### config.mk
export PLATFORM = sky130hd
export DESIGN_NAME = led_breathing_triangle_generator
export DESIGN_NICKNAME = d
export VERILOG_FILES = /design/src/rtl/core/lbt_pkg.sv /design/src/rtl/core/lbt_div.sv /design/src/rtl/core/lbt_dp.sv /design/src/rtl/core/lbt_ctrl.sv /design/src/rtl/core/led_breathing_triangle_generator.sv
export SDC_FILE = /design/constraint.sdc
export NUM_CORES = 1
export LEC_CHECK = 0
export BUFFER_PORTS_ARGS = -buffer_cell sky130_fd_sc_hd__buf_2
export CAP_MARGIN = 20
export CORE_ASPECT_RATIO = 0.7
export CORE_UTILIZATION = 46
export CTS_CLUSTER_SIZE = 8
export DETAILED_ROUTE_END_ITERATION = 10
export GPL_ROUTABILITY_DRIVEN = 1
export SLEW_MARGIN = 20
export SYNTH_ARGS = -nofsm -noshare
export SYNTH_HDL_FRONTEND = slang
export SYNTH_SLANG_ARGS = --single-unit
### constraint.sdc
create_clock -name clock -period 8.9 [get_ports clock]
set_clock_uncertainty 0.05 [all_clocks]
set_input_delay 0 -clock clock [delete_from_list [all_inputs] [get_ports clock]]
set_output_delay 0 -clock clock [all_outputs]
set_load 0.01 [all_outputs]
### src/rtl/core/lbt_pkg.sv
// Shared types and constants for the LED breathing triangle generator.
// Used by every module of the block; depends on nothing.
package lbt_pkg;

   // Field widths
   localparam int unsigned BRIGHT_W   = 8;
   localparam int unsigned DUR_W      = 16;
   localparam int unsigned DELAY_W    = 32;
   localparam int unsigned HALF_W     = 15;
   localparam int unsigned PHASE_W    = 16;
   localparam int unsigned PROD_W     = BRIGHT_W + HALF_W;
   localparam int unsigned DIVIDEND_W = DELAY_W;
   localparam int unsigned DIVISOR_W  = PHASE_W;
   localparam int unsigned STEP_W     = $clog2(DIVIDEND_W);

   localparam logic [BRIGHT_W-1:0] MAX_BRIGHT_RESET = 8'd255;

   // Input command codes
   typedef enum logic [1:0] {
      CMD_TICK         = 2'd0,
      CMD_START_CONT   = 2'd1,
      CMD_BREATHE_ONCE = 2'd2,
      CMD_STOP         = 2'd3
   } cmd_type;

   // Run mode as reported on the result channel
   typedef enum logic [1:0] {
      MODE_OFF  = 2'd0,
      MODE_CONT = 2'd1,
      MODE_ONCE = 2'd2
   } mode_type;

   // Controller states
   typedef enum logic [2:0] {
      S_IDLE,
      S_DISPATCH,
      S_MULT,
      S_DIV_GO,
      S_DIV_RUN,
      S_APPLY,
      S_OUTPUT
   } ctrl_state_type;

   // Datapath operations issued by the controller
   typedef enum logic [3:0] {
      OP_NONE,
      OP_CAPTURE,
      OP_MULT,
      OP_DIV_GO,
      OP_IDLE_TICK,
      OP_END_ONCE,
      OP_ZERO_TICK,
      OP_ZERO_START,
      OP_STOP,
      OP_APPLY
   } dp_op_type;

   typedef struct packed {
      dp_op_type op;
      logic      out_load;
   } ctrl_cmd_type;

   typedef struct packed {
      cmd_type  cmd;
      mode_type mode;
      logic     h_zero;
      logic     h_new_zero;
      logic     once_wrap;
      logic     div_done;
      logic     slot_free;
   } dp_status_type;

endpackage

### src/rtl/core/lbt_div.sv
// Restoring divider, one quotient bit per cycle, 32-bit dividend by 16-bit divisor.
// Uses lbt_pkg for widths. Divisor must be nonzero.
module lbt_div (
   input  logic                             clock,
   input  logic                             reset,
   input  logic                             start,
   input  logic [lbt_pkg::DIVIDEND_W-1:0]   dividend,
   input  logic [lbt_pkg::DIVISOR_W-1:0]    divisor,
   output logic [lbt_pkg::DIVIDEND_W-1:0]   quotient,
   output logic [lbt_pkg::DIVISOR_W-1:0]    remainder,
   output logic                             done
);

   logic [lbt_pkg::DIVIDEND_W-1:0] quo_ff, quo_in;
   logic [lbt_pkg::DIVISOR_W-1:0]  rem_ff, rem_in;
   logic [lbt_pkg::DIVISOR_W-1:0]  dsr_ff, dsr_in;
   logic [lbt_pkg::STEP_W-1:0]     step_ff, step_in;
   logic                           busy_ff, busy_in;
   logic                           done_ff, done_in;

   logic [lbt_pkg::DIVISOR_W:0]    rem_shift;
   logic [lbt_pkg::DIVISOR_W:0]    rem_diff;
   logic                           fits;

   // One trial subtract per step
   always_comb begin
      rem_shift = {rem_ff, quo_ff[lbt_pkg::DIVIDEND_W-1]};
      rem_diff  = rem_shift - {1'b0, dsr_ff};
      fits      = (rem_shift >= {1'b0, dsr_ff});
   end

   always_comb begin
      quo_in  = quo_ff;
      rem_in  = rem_ff;
      dsr_in  = dsr_ff;
      step_in = step_ff;
      busy_in = busy_ff;
      done_in = 1'b0;
      if (start) begin
         quo_in  = dividend;
         rem_in  = '0;
         dsr_in  = divisor;
         step_in = '0;
         busy_in = 1'b1;
      end else if (busy_ff) begin
         quo_in  = {quo_ff[lbt_pkg::DIVIDEND_W-2:0], fits};
         rem_in  = fits ? rem_diff[lbt_pkg::DIVISOR_W-1:0]
                        : rem_shift[lbt_pkg::DIVISOR_W-1:0];
         step_in = step_ff + 1'b1;
         if (step_ff == lbt_pkg::STEP_W'(lbt_pkg::DIVIDEND_W - 1)) begin
            busy_in = 1'b0;
            done_in = 1'b1;
         end
      end
   end

   always_ff @(posedge clock) begin
      if (reset) begin
         busy_ff <= 1'b0;
         done_ff <= 1'b0;
         step_ff <= '0;
      end else begin
         busy_ff <= busy_in;
         done_ff <= done_in;
         step_ff <= step_in;
      end
   end

   always_ff @(posedge clock) begin
      quo_ff <= quo_in;
      rem_ff <= rem_in;
      dsr_ff <= dsr_in;
   end

   assign quotient  = quo_ff;
   assign remainder = rem_ff;
   assign done      = done_ff;

endmodule

### src/rtl/core/lbt_dp.sv
// Datapath: breath state, multiplier, shared divider and the result register.
// Uses lbt_pkg and instantiates lbt_div; driven by lbt_ctrl operations.
module lbt_dp (
   input  logic                            clock,
   input  logic                            reset,
   input  logic                            csr_wr_en,
   input  logic [lbt_pkg::BRIGHT_W-1:0]    csr_wr_data,
   input  logic [1:0]                      req_command,
   input  logic [lbt_pkg::DUR_W-1:0]       req_cycle_duration,
   input  logic [lbt_pkg::DELAY_W-1:0]     req_start_delay,
   input  lbt_pkg::ctrl_cmd_type           ctrl,
   output lbt_pkg::dp_status_type          status,
   input  logic                            rsp_ready,
   output logic                            rsp_valid,
   output logic [lbt_pkg::BRIGHT_W-1:0]    rsp_brightness,
   output logic [1:0]                      rsp_mode,
   output logic                            rsp_cycle_done
);

   // Configuration and captured request
   logic [lbt_pkg::BRIGHT_W-1:0] max_ff;
   lbt_pkg::cmd_type             cmd_ff, cmd_in;
   logic [lbt_pkg::HALF_W-1:0]   hnew_ff, hnew_in;
   logic [lbt_pkg::DELAY_W-1:0]  dly_ff, dly_in;

   // Breath state
   lbt_pkg::mode_type            mode_ff, mode_in;
   logic [lbt_pkg::PHASE_W-1:0]  phase_ff, phase_in;
   logic [lbt_pkg::HALF_W-1:0]   h_ff, h_in;
   logic [lbt_pkg::PHASE_W-1:0]  prev_ff, prev_in;

   // Working values
   logic [lbt_pkg::PROD_W-1:0]   prod_ff, prod_in;
   logic [lbt_pkg::BRIGHT_W-1:0] bright_ff, bright_in;
   logic                         done_ff, done_in;

   // Result register
   logic                         rsp_valid_ff;
   logic [lbt_pkg::BRIGHT_W-1:0] rsp_bright_ff;
   lbt_pkg::mode_type            rsp_mode_ff;
   logic                         rsp_done_ff;

   // Divider hookup
   logic                           div_start;
   logic [lbt_pkg::DIVIDEND_W-1:0] div_dividend;
   logic [lbt_pkg::DIVISOR_W-1:0]  div_divisor;
   logic [lbt_pkg::DIVIDEND_W-1:0] div_quot;
   logic [lbt_pkg::DIVISOR_W-1:0]  div_rem;
   logic                           div_done;

   // Derived values
   logic [lbt_pkg::PHASE_W-1:0]  per;
   logic [lbt_pkg::PHASE_W-1:0]  per_new;
   logic [lbt_pkg::PHASE_W-1:0]  fall_num;
   logic [lbt_pkg::HALF_W-1:0]   num;
   logic [lbt_pkg::PHASE_W-1:0]  phase_inc;
   logic [lbt_pkg::PHASE_W-1:0]  phase_adv;
   logic [lbt_pkg::PHASE_W:0]    once_sum;
   logic [lbt_pkg::PHASE_W:0]    once_wrapd;
   logic [lbt_pkg::PHASE_W-1:0]  once_phase;

   lbt_div u_div (
      .clock     (clock),
      .reset     (reset),
      .start     (div_start),
      .dividend  (div_dividend),
      .divisor   (div_divisor),
      .quotient  (div_quot),
      .remainder (div_rem),
      .done      (div_done)
   );

   // Triangle numerator, phase advance and once-mode start phase
   always_comb begin
      per       = {h_ff, 1'b0};
      per_new   = {hnew_ff, 1'b0};
      fall_num  = per - phase_ff;
      num       = (phase_ff < {1'b0, h_ff}) ? phase_ff[lbt_pkg::HALF_W-1:0]
                                            : fall_num[lbt_pkg::HALF_W-1:0];
      phase_inc = phase_ff + 1'b1;
      phase_adv = (phase_inc >= per) ? '0 : phase_inc;
      once_sum  = {2'b00, hnew_ff} + {1'b0, per_new} - {1'b0, div_rem};
      once_wrapd = once_sum - {1'b0, per_new};
      once_phase = (once_sum >= {1'b0, per_new}) ? once_wrapd[lbt_pkg::PHASE_W-1:0]
                                                 : once_sum[lbt_pkg::PHASE_W-1:0];
   end

   // Divider operand select
   always_comb begin
      div_start = (ctrl.op == lbt_pkg::OP_DIV_GO);
      if (cmd_ff == lbt_pkg::CMD_TICK) begin
         div_dividend = lbt_pkg::DIVIDEND_W'(prod_ff);
         div_divisor  = {1'b0, h_ff};
      end else begin
         div_dividend = dly_ff;
         div_divisor  = per_new;
      end
   end

   // Operation decode
   always_comb begin
      cmd_in    = cmd_ff;
      hnew_in   = hnew_ff;
      dly_in    = dly_ff;
      mode_in   = mode_ff;
      phase_in  = phase_ff;
      h_in      = h_ff;
      prev_in   = prev_ff;
      prod_in   = prod_ff;
      bright_in = bright_ff;
      done_in   = done_ff;
      unique case (ctrl.op)
         lbt_pkg::OP_CAPTURE: begin
            cmd_in    = lbt_pkg::cmd_type'(req_command);
            hnew_in   = req_cycle_duration[lbt_pkg::DUR_W-1:1];
            dly_in    = req_start_delay;
            bright_in = '0;
            done_in   = 1'b0;
         end
         lbt_pkg::OP_MULT: begin
            prod_in = lbt_pkg::PROD_W'(max_ff) * lbt_pkg::PROD_W'(num);
         end
         lbt_pkg::OP_END_ONCE: begin
            mode_in = lbt_pkg::MODE_OFF;
            done_in = 1'b1;
         end
         lbt_pkg::OP_ZERO_TICK: begin
            prev_in  = phase_ff;
            phase_in = '0;
         end
         lbt_pkg::OP_ZERO_START: begin
            h_in     = hnew_ff;
            phase_in = '0;
            prev_in  = '0;
            mode_in  = (cmd_ff == lbt_pkg::CMD_START_CONT) ? lbt_pkg::MODE_CONT
                                                          : lbt_pkg::MODE_ONCE;
         end
         lbt_pkg::OP_STOP: begin
            mode_in = lbt_pkg::MODE_OFF;
         end
         lbt_pkg::OP_APPLY: begin
            if (cmd_ff == lbt_pkg::CMD_TICK) begin
               bright_in = div_quot[lbt_pkg::BRIGHT_W-1:0];
               prev_in   = phase_ff;
               phase_in  = phase_adv;
            end else begin
               h_in    = hnew_ff;
               prev_in = '0;
               if (cmd_ff == lbt_pkg::CMD_START_CONT) begin
                  phase_in = div_rem;
                  mode_in  = lbt_pkg::MODE_CONT;
               end else begin
                  phase_in = once_phase;
                  mode_in  = lbt_pkg::MODE_ONCE;
               end
            end
         end
         default: begin
         end
      endcase
   end

   // Control state registers
   always_ff @(posedge clock) begin
      if (reset) begin
         max_ff   <= lbt_pkg::MAX_BRIGHT_RESET;
         mode_ff  <= lbt_pkg::MODE_OFF;
         phase_ff <= '0;
         h_ff     <= '0;
         prev_ff  <= '0;
      end else begin
         if (csr_wr_en) begin
            max_ff <= csr_wr_data;
         end
         mode_ff  <= mode_in;
         phase_ff <= phase_in;
         h_ff     <= h_in;
         prev_ff  <= prev_in;
      end
   end

   // Payload registers
   always_ff @(posedge clock) begin
      cmd_ff    <= cmd_in;
      hnew_ff   <= hnew_in;
      dly_ff    <= dly_in;
      prod_ff   <= prod_in;
      bright_ff <= bright_in;
      done_ff   <= done_in;
   end

   // Result register: loaded when the slot is free, cleared on transfer
   always_ff @(posedge clock) begin
      if (reset) begin
         rsp_valid_ff <= 1'b0;
      end else if (ctrl.out_load) begin
         rsp_valid_ff <= 1'b1;
      end else if (rsp_ready) begin
         rsp_valid_ff <= 1'b0;
      end
   end

   always_ff @(posedge clock) begin
      if (ctrl.out_load) begin
         rsp_bright_ff <= bright_ff;
         rsp_mode_ff   <= mode_ff;
         rsp_done_ff   <= done_ff;
      end
   end

   // Status to the controller
   always_comb begin
      status.cmd        = cmd_ff;
      status.mode       = mode_ff;
      status.h_zero     = (h_ff == '0);
      status.h_new_zero = (hnew_ff == '0);
      status.once_wrap  = (prev_ff > phase_ff);
      status.div_done   = div_done;
      status.slot_free  = !rsp_valid_ff || rsp_ready;
   end

   assign rsp_valid      = rsp_valid_ff;
   assign rsp_brightness = rsp_bright_ff;
   assign rsp_mode       = rsp_mode_ff;
   assign rsp_cycle_done = rsp_done_ff;

`ifndef ASSERT_OFF
   a_phase_in_period: assert property (@(posedge clock) disable iff (reset)
      (h_ff != '0) |-> (phase_ff < {h_ff, 1'b0}))
      else $error("phase outside its period");
   a_phase_zero_half: assert property (@(posedge clock) disable iff (reset)
      (h_ff == '0) |-> (phase_ff == '0))
      else $error("phase nonzero with zero half period");
   a_done_dark: assert property (@(posedge clock) disable iff (reset)
      (ctrl.op == lbt_pkg::OP_END_ONCE) |=> (done_ff && bright_ff == '0
         && mode_ff == lbt_pkg::MODE_OFF))
      else $error("completed breath not dark and off");
`endif

endmodule

### src/rtl/core/lbt_ctrl.sv
// Controller state machine: sequences capture, multiply, divide and result load.
// Uses lbt_pkg; steers lbt_dp through command and status structs.
module lbt_ctrl (
   input  logic                    clock,
   input  logic                    reset,
   input  logic                    req_valid,
   output logic                    req_ready,
   input  lbt_pkg::dp_status_type  status,
   output lbt_pkg::ctrl_cmd_type   cmd
);

   lbt_pkg::ctrl_state_type state_ff, state_in;

   // Next state
   always_comb begin
      state_in = state_ff;
      unique case (state_ff)
         lbt_pkg::S_IDLE: begin
            if (req_valid) begin
               state_in = lbt_pkg::S_DISPATCH;
            end
         end
         lbt_pkg::S_DISPATCH: begin
            unique case (status.cmd)
               lbt_pkg::CMD_TICK: begin
                  if (status.mode == lbt_pkg::MODE_OFF) begin
                     state_in = lbt_pkg::S_OUTPUT;
                  end else if (status.mode == lbt_pkg::MODE_ONCE && status.once_wrap) begin
                     state_in = lbt_pkg::S_OUTPUT;
                  end else if (status.h_zero) begin
                     state_in = lbt_pkg::S_OUTPUT;
                  end else begin
                     state_in = lbt_pkg::S_MULT;
                  end
               end
               lbt_pkg::CMD_START_CONT, lbt_pkg::CMD_BREATHE_ONCE: begin
                  state_in = status.h_new_zero ? lbt_pkg::S_OUTPUT : lbt_pkg::S_DIV_GO;
               end
               default: state_in = lbt_pkg::S_OUTPUT;
            endcase
         end
         lbt_pkg::S_MULT:    state_in = lbt_pkg::S_DIV_GO;
         lbt_pkg::S_DIV_GO:  state_in = lbt_pkg::S_DIV_RUN;
         lbt_pkg::S_DIV_RUN: begin
            if (status.div_done) begin
               state_in = lbt_pkg::S_APPLY;
            end
         end
         lbt_pkg::S_APPLY:   state_in = lbt_pkg::S_OUTPUT;
         lbt_pkg::S_OUTPUT: begin
            if (status.slot_free) begin
               state_in = lbt_pkg::S_IDLE;
            end
         end
         default: state_in = lbt_pkg::S_IDLE;
      endcase
   end

   // Outputs
   always_comb begin
      req_ready    = 1'b0;
      cmd.op       = lbt_pkg::OP_NONE;
      cmd.out_load = 1'b0;
      unique case (state_ff)
         lbt_pkg::S_IDLE: begin
            req_ready = 1'b1;
            if (req_valid) begin
               cmd.op = lbt_pkg::OP_CAPTURE;
            end
         end
         lbt_pkg::S_DISPATCH: begin
            unique case (status.cmd)
               lbt_pkg::CMD_TICK: begin
                  if (status.mode == lbt_pkg::MODE_OFF) begin
                     cmd.op = lbt_pkg::OP_IDLE_TICK;
                  end else if (status.mode == lbt_pkg::MODE_ONCE && status.once_wrap) begin
                     cmd.op = lbt_pkg::OP_END_ONCE;
                  end else if (status.h_zero) begin
                     cmd.op = lbt_pkg::OP_ZERO_TICK;
                  end
               end
               lbt_pkg::CMD_START_CONT, lbt_pkg::CMD_BREATHE_ONCE: begin
                  if (status.h_new_zero) begin
                     cmd.op = lbt_pkg::OP_ZERO_START;
                  end
               end
               default: cmd.op = lbt_pkg::OP_STOP;
            endcase
         end
         lbt_pkg::S_MULT:    cmd.op = lbt_pkg::OP_MULT;
         lbt_pkg::S_DIV_GO:  cmd.op = lbt_pkg::OP_DIV_GO;
         lbt_pkg::S_DIV_RUN: cmd.op = lbt_pkg::OP_NONE;
         lbt_pkg::S_APPLY:   cmd.op = lbt_pkg::OP_APPLY;
         lbt_pkg::S_OUTPUT:  cmd.out_load = status.slot_free;
         default: cmd.op = lbt_pkg::OP_NONE;
      endcase
   end

   always_ff @(posedge clock) begin
      if (reset) begin
         state_ff <= lbt_pkg::S_IDLE;
      end else begin
         state_ff <= state_in;
      end
   end

`ifndef ASSERT_OFF
   a_div_done_in_run: assert property (@(posedge clock) disable iff (reset)
      status.div_done |-> (state_ff == lbt_pkg::S_DIV_RUN))
      else $error("divider finished outside its wait state");
   a_accept_dispatch: assert property (@(posedge clock) disable iff (reset)
      (req_valid && req_ready) |=> (state_ff == lbt_pkg::S_DISPATCH))
      else $error("accepted request not dispatched");
   a_load_when_free: assert property (@(posedge clock) disable iff (reset)
      cmd.out_load |-> (status.slot_free && state_ff == lbt_pkg::S_OUTPUT))
      else $error("result loaded over a pending result");
`endif

endmodule

### src/rtl/core/led_breathing_triangle_generator.sv
// Top level of the LED breathing triangle generator.
// Uses lbt_pkg; joins lbt_ctrl (sequencer) and lbt_dp (datapath with divider).
//
//   channel   direction  handshake              payload
//   req_      in         req_valid/req_ready    command, cycle_duration, start_delay
//   rsp_      out        rsp_valid/rsp_ready    brightness, mode, cycle_done
//   csr_      in         csr_wr_en              wr_data = max_brightness
//
// One item at a time. A tick that advances a running breath steps through dispatch,
// multiply, the 32-step restoring divider and apply; a start with a nonzero half period
// skips multiply. The divider dominates. Other items go from dispatch to output.
// The block is ready again in the cycle after the result is loaded, so a new request
// is taken while the previous result still waits in the output register; a stalled
// result holds the block in its output state.
// Reset is synchronous: block off, phase and half period zero, peak level 255.
module led_breathing_triangle_generator (
   input  logic                          clock,
   input  logic                          reset,
   input  logic                          csr_wr_en,
   input  logic [lbt_pkg::BRIGHT_W-1:0]  csr_wr_data,
   input  logic                          req_valid,
   output logic                          req_ready,
   input  logic [1:0]                    req_command,
   input  logic [lbt_pkg::DUR_W-1:0]     req_cycle_duration,
   input  logic [lbt_pkg::DELAY_W-1:0]   req_start_delay,
   output logic                          rsp_valid,
   input  logic                          rsp_ready,
   output logic [lbt_pkg::BRIGHT_W-1:0]  rsp_brightness,
   output logic [1:0]                    rsp_mode,
   output logic                          rsp_cycle_done
);

   lbt_pkg::ctrl_cmd_type  ctrl_cmd;
   lbt_pkg::dp_status_type dp_status;

   lbt_ctrl u_ctrl (
      .clock     (clock),
      .reset     (reset),
      .req_valid (req_valid),
      .req_ready (req_ready),
      .status    (dp_status),
      .cmd       (ctrl_cmd)
   );

   lbt_dp u_dp (
      .clock              (clock),
      .reset              (reset),
      .csr_wr_en          (csr_wr_en),
      .csr_wr_data        (csr_wr_data),
      .req_command        (req_command),
      .req_cycle_duration (req_cycle_duration),
      .req_start_delay    (req_start_delay),
      .ctrl               (ctrl_cmd),
      .status             (dp_status),
      .rsp_ready          (rsp_ready),
      .rsp_valid          (rsp_valid),
      .rsp_brightness     (rsp_brightness),
      .rsp_mode           (rsp_mode),
      .rsp_cycle_done     (rsp_cycle_done)
   );

endmodule

==> impl_results.md <==
- Status: complete, no violations
- Slew margin rel.: 38.0%
- Setup violations, final: 0
- DRT iter0 DRCs: 1092
- Tot GR Track Use: 23.9%
- DRC Markers: 0
- CTS H-tree depth: 2
- GR Overflow Total: 0
- Share of cells above drive strength 1: 8.42%
- Post-DRT Antenna Nets: 0
- Antenna diode count: 0
- Syn_nets: 2152
- Hold Crit Class: in -> reg
- Cells after Synth: 1837
- Slew Limit Fails: 0
- Fillers: 3433
- Top FF cell, synth: edfxtp_1
- Post-synth ARST share: 0%
- Io pins: 76
- Placer congestion estimate: 0.970
- Critical Path Start: u_dp.h_ff[13]
- CTS Buf Count: 34
- Critical path peak fanout: 18
- Most frequent cell after synthesis: inv_1
- Final TNS setup: 0 ns
- Vias per cell: 5.51
- Mapped Area: 17400 um^2
- Met1 WL: 23300 um
- Crit path top cell by count: fa_1
- Via count: 13700
- Crit path max-delay cell type: o31ai_1
- DP HPWL: 34200 um
- Multi-input gate area: 10400 um^2
- Routed len/inst: 18.2 um
- DP Worst Slack: 1.18 ns
- Setup WS post-layout: 1.03 ns
- Chip Width: 235 um
- Critical Path RT: 9.11 ns
- Metal3 WL: 3590 um
- Port buffer count: 74
- EDFF count, synth: 140
- TritonCTS clock tree: done
- Ranking of synthesized cells by area: edfxtp_1, fa_1, ha_1, dfxtp_1, inv_1
- Reg2reg end: u_dp.prod_ff[21]
- Synth Warn #: 0
- Worst-Skew Late Latency: 0.53 ns
- Met2 WL post-DR: 17500 um
- Clk buf depth: 3
- Largest net degree at the start of global routing: 76
- First-pass GRT wire length: 72100 um
- Starting Density: 46.8%
- Row cnt: 59
- Tmin final: 7.87 ns
- Die Ht: 165 um
- CP endpoint kind: flip-flop
- DRT Pass-1 Iters: 5
- Max_cap viols: 0
- Vias in the first global route: 13200
- Post-layout net count: 2285
- Seq. cell area: 5890 um^2
- Hold slack final: 0.0845 ns
- Commonest cells in the netlist: inv_1, nand2_1, ha_1, edfxtp_1, a21oi_1
- Average cell area after synthesis: 9.48 um^2
- Post-synth top area cell: edfxtp_1
- Clock sink count: 224
- Routed wire length: 45100 um
- Critical Path End: u_dp.prod_ff[21]
- Antenna violations before repair: 0
- DR top layer: met4
- Actual slew at the worst max-slew pin: 0.928 ns
- Core area: 37200 um^2
- Sequential-to-total area share from yosys stat: 33.8%
- Hold Violations, Final: 0
- Crit path DAT: 8.08 ns
- Reg2Reg Depth: 24
- Share of the synthesized area in the top cell type: 24.1%
- WS Path Type: reg -> reg
- Cells along the critical path: inv_1 -> ha_1 -> nand3_1 -> nor3b_1 -> and4_1 -> a21oi_1 -> and2_1 -> o31ai_1 -> and2_1 -> fa_1 -> fa_1 -> fa_1 -> inv_1 -> fa_1 -> inv_1 -> ha_1 -> a21o_1 -> a21o_1 -> a21o_1 -> o21ai_0 -> a21oi_1 -> a211oi_1 -> o21bai_1 -> xor2_1
- CP max stage delay: 0.79 ns
- Worst R2R Setup Slack: 1.03 ns
- Synth cell types: 87
- Worst reg2reg startpoint: u_dp.h_ff[13]
- Area Overhead vs Synth: 14.7%
- Die Area: 38700 um^2
- CP Launch Type: flip-flop
- F_max: 0.127 GHz
- #FFs+latches synth: 224
- Clk root buf: clkbuf_16
- Clock transition at the registers of the reported paths: 0.05 ns
- Fin crit share: 88.4%
- RSZ-0062 raised after global routing: false
worst max-delay path: cells and delay by family, from the launching register on:
family / cells / cell delay [ns]
fa+ha+maj: 6 / 2.69
compound gates: 9 / 2.47
simple gates: 5 / 1.43
flops: 1 / 0.54
buf+inv: 3 / 0.24
xor+xnor: 1 / 0.14
placed cells by master, fill, tap and decap left out, types with 15 or more instances in the layout:
| master | synthesis | routed |
|---|---|---|
| o21ai_0 | 102 | 102 |
| nand3_1 | 37 | 37 |
| clkbuf_1 | 44 | 21 |
| buf_2 | 9 | 74 |
| dfxtp_1 | 84 | 84 |
| edfxtp_1 | 140 | 140 |
| ha_1 | 155 | 154 |
| o21a_1 | 15 | 15 |
| a21o_1 | 27 | 27 |
| xor2_1 | 19 | 19 |
| nand2_1 | 159 | 158 |
| xnor2_1 | 48 | 48 |
| nand4_1 | 18 | 18 |
| a211oi_1 | 20 | 20 |
| fa_1 | 97 | 97 |
| nor3_1 | 28 | 27 |
| nand2b_1 | 36 | 36 |
| nor2_1 | 106 | 106 |
| nor2b_1 | 46 | 46 |
| inv_1 | 229 | 229 |
| and2_1 | 65 | 64 |
| mux2i_1 | 64 | 64 |
| and3_1 | 15 | 15 |
| a21oi_1 | 117 | 116 |
| clkbuf_16 | 0 | 35 |
| dlygate4sd3_1 | 0 | 67 |
cell type report:
cell class                 count  share of cell area (%)
multi-input combinational   1324                    52.3
sequential                   224                    29.5
timing repair buffer         155                    5.74
clock buffer                  59                    4.99
inverter                     231                    4.34
tap                          488                    3.06
clock inverter                 2                   0.144
metal layers:
metal	up-vias	global-route usage (%)
met3	54	5.21
li1	6625	-
met2	410	33.0
met5	-	0
met1	6596	37.5
met4	0	4.81
sequential cells by signal (all words and copies together) (netlist names), 15 cells and up:
signal	cells
u_dp.dly_ff	32
u_dp.u_div.quotient	32
u_dp.prod_ff	23
u_dp.phase_ff	16
u_dp.prev_ff	16
u_dp.u_div.dsr_ff	16
u_dp.u_div.remainder	16
u_dp.h_ff	15
u_dp.hnew_ff	15
cell families after synthesis:
family	count (synthesis)	share of synthesized area [%]
and+or+nand+nor	547	15.7
AOI/OAI and AO/OA	387	14.3
buffers and inverters	289	6.38
adders and majority gates	252	22.3
DFF	224	33.8
muxes	71	4.15
xor gates and xnor gates	67	3.37
worst min path at each step:
stage,endpoint,slack (ns),cells past startpoint,start
after floorplan,u_dp.cmd_ff[0],0.05,0,req_command[0]
after global placement,u_dp.hnew_ff[14],0.13,1,req_cycle_duration[15]
after detailed placement,u_dp.dly_ff[14],0.13,1,req_start_delay[14]
after CTS,u_dp.h_ff[6],0.06,3,reset
after global routing,u_dp.h_ff[5],0.09,3,reset
final,u_dp.h_ff[8],0.08,3,reset
stage by stage:
step / instances / utilization, % / instance area [um^2]
floorplan: 1837 / - / 17400
global placement: 2355 / 49.1 / 18300
detailed placement: 2355 / 49.1 / 18300
CTS: 2483 / 53.7 / 20000
global route: 2483 / 53.7 / 20000
finish: 2483 / 53.7 / 20000
repair_timing:
action	4_1_cts	5_1_grt
resized for setup	0	0
setup buffers	0	0
endpoints found under the hold margin	61	0
hold buffers	67	0
Power is left out: the tool's default activity adds up to more than one toggle a clock period on the data nets, which glitch-free logic cannot reach.
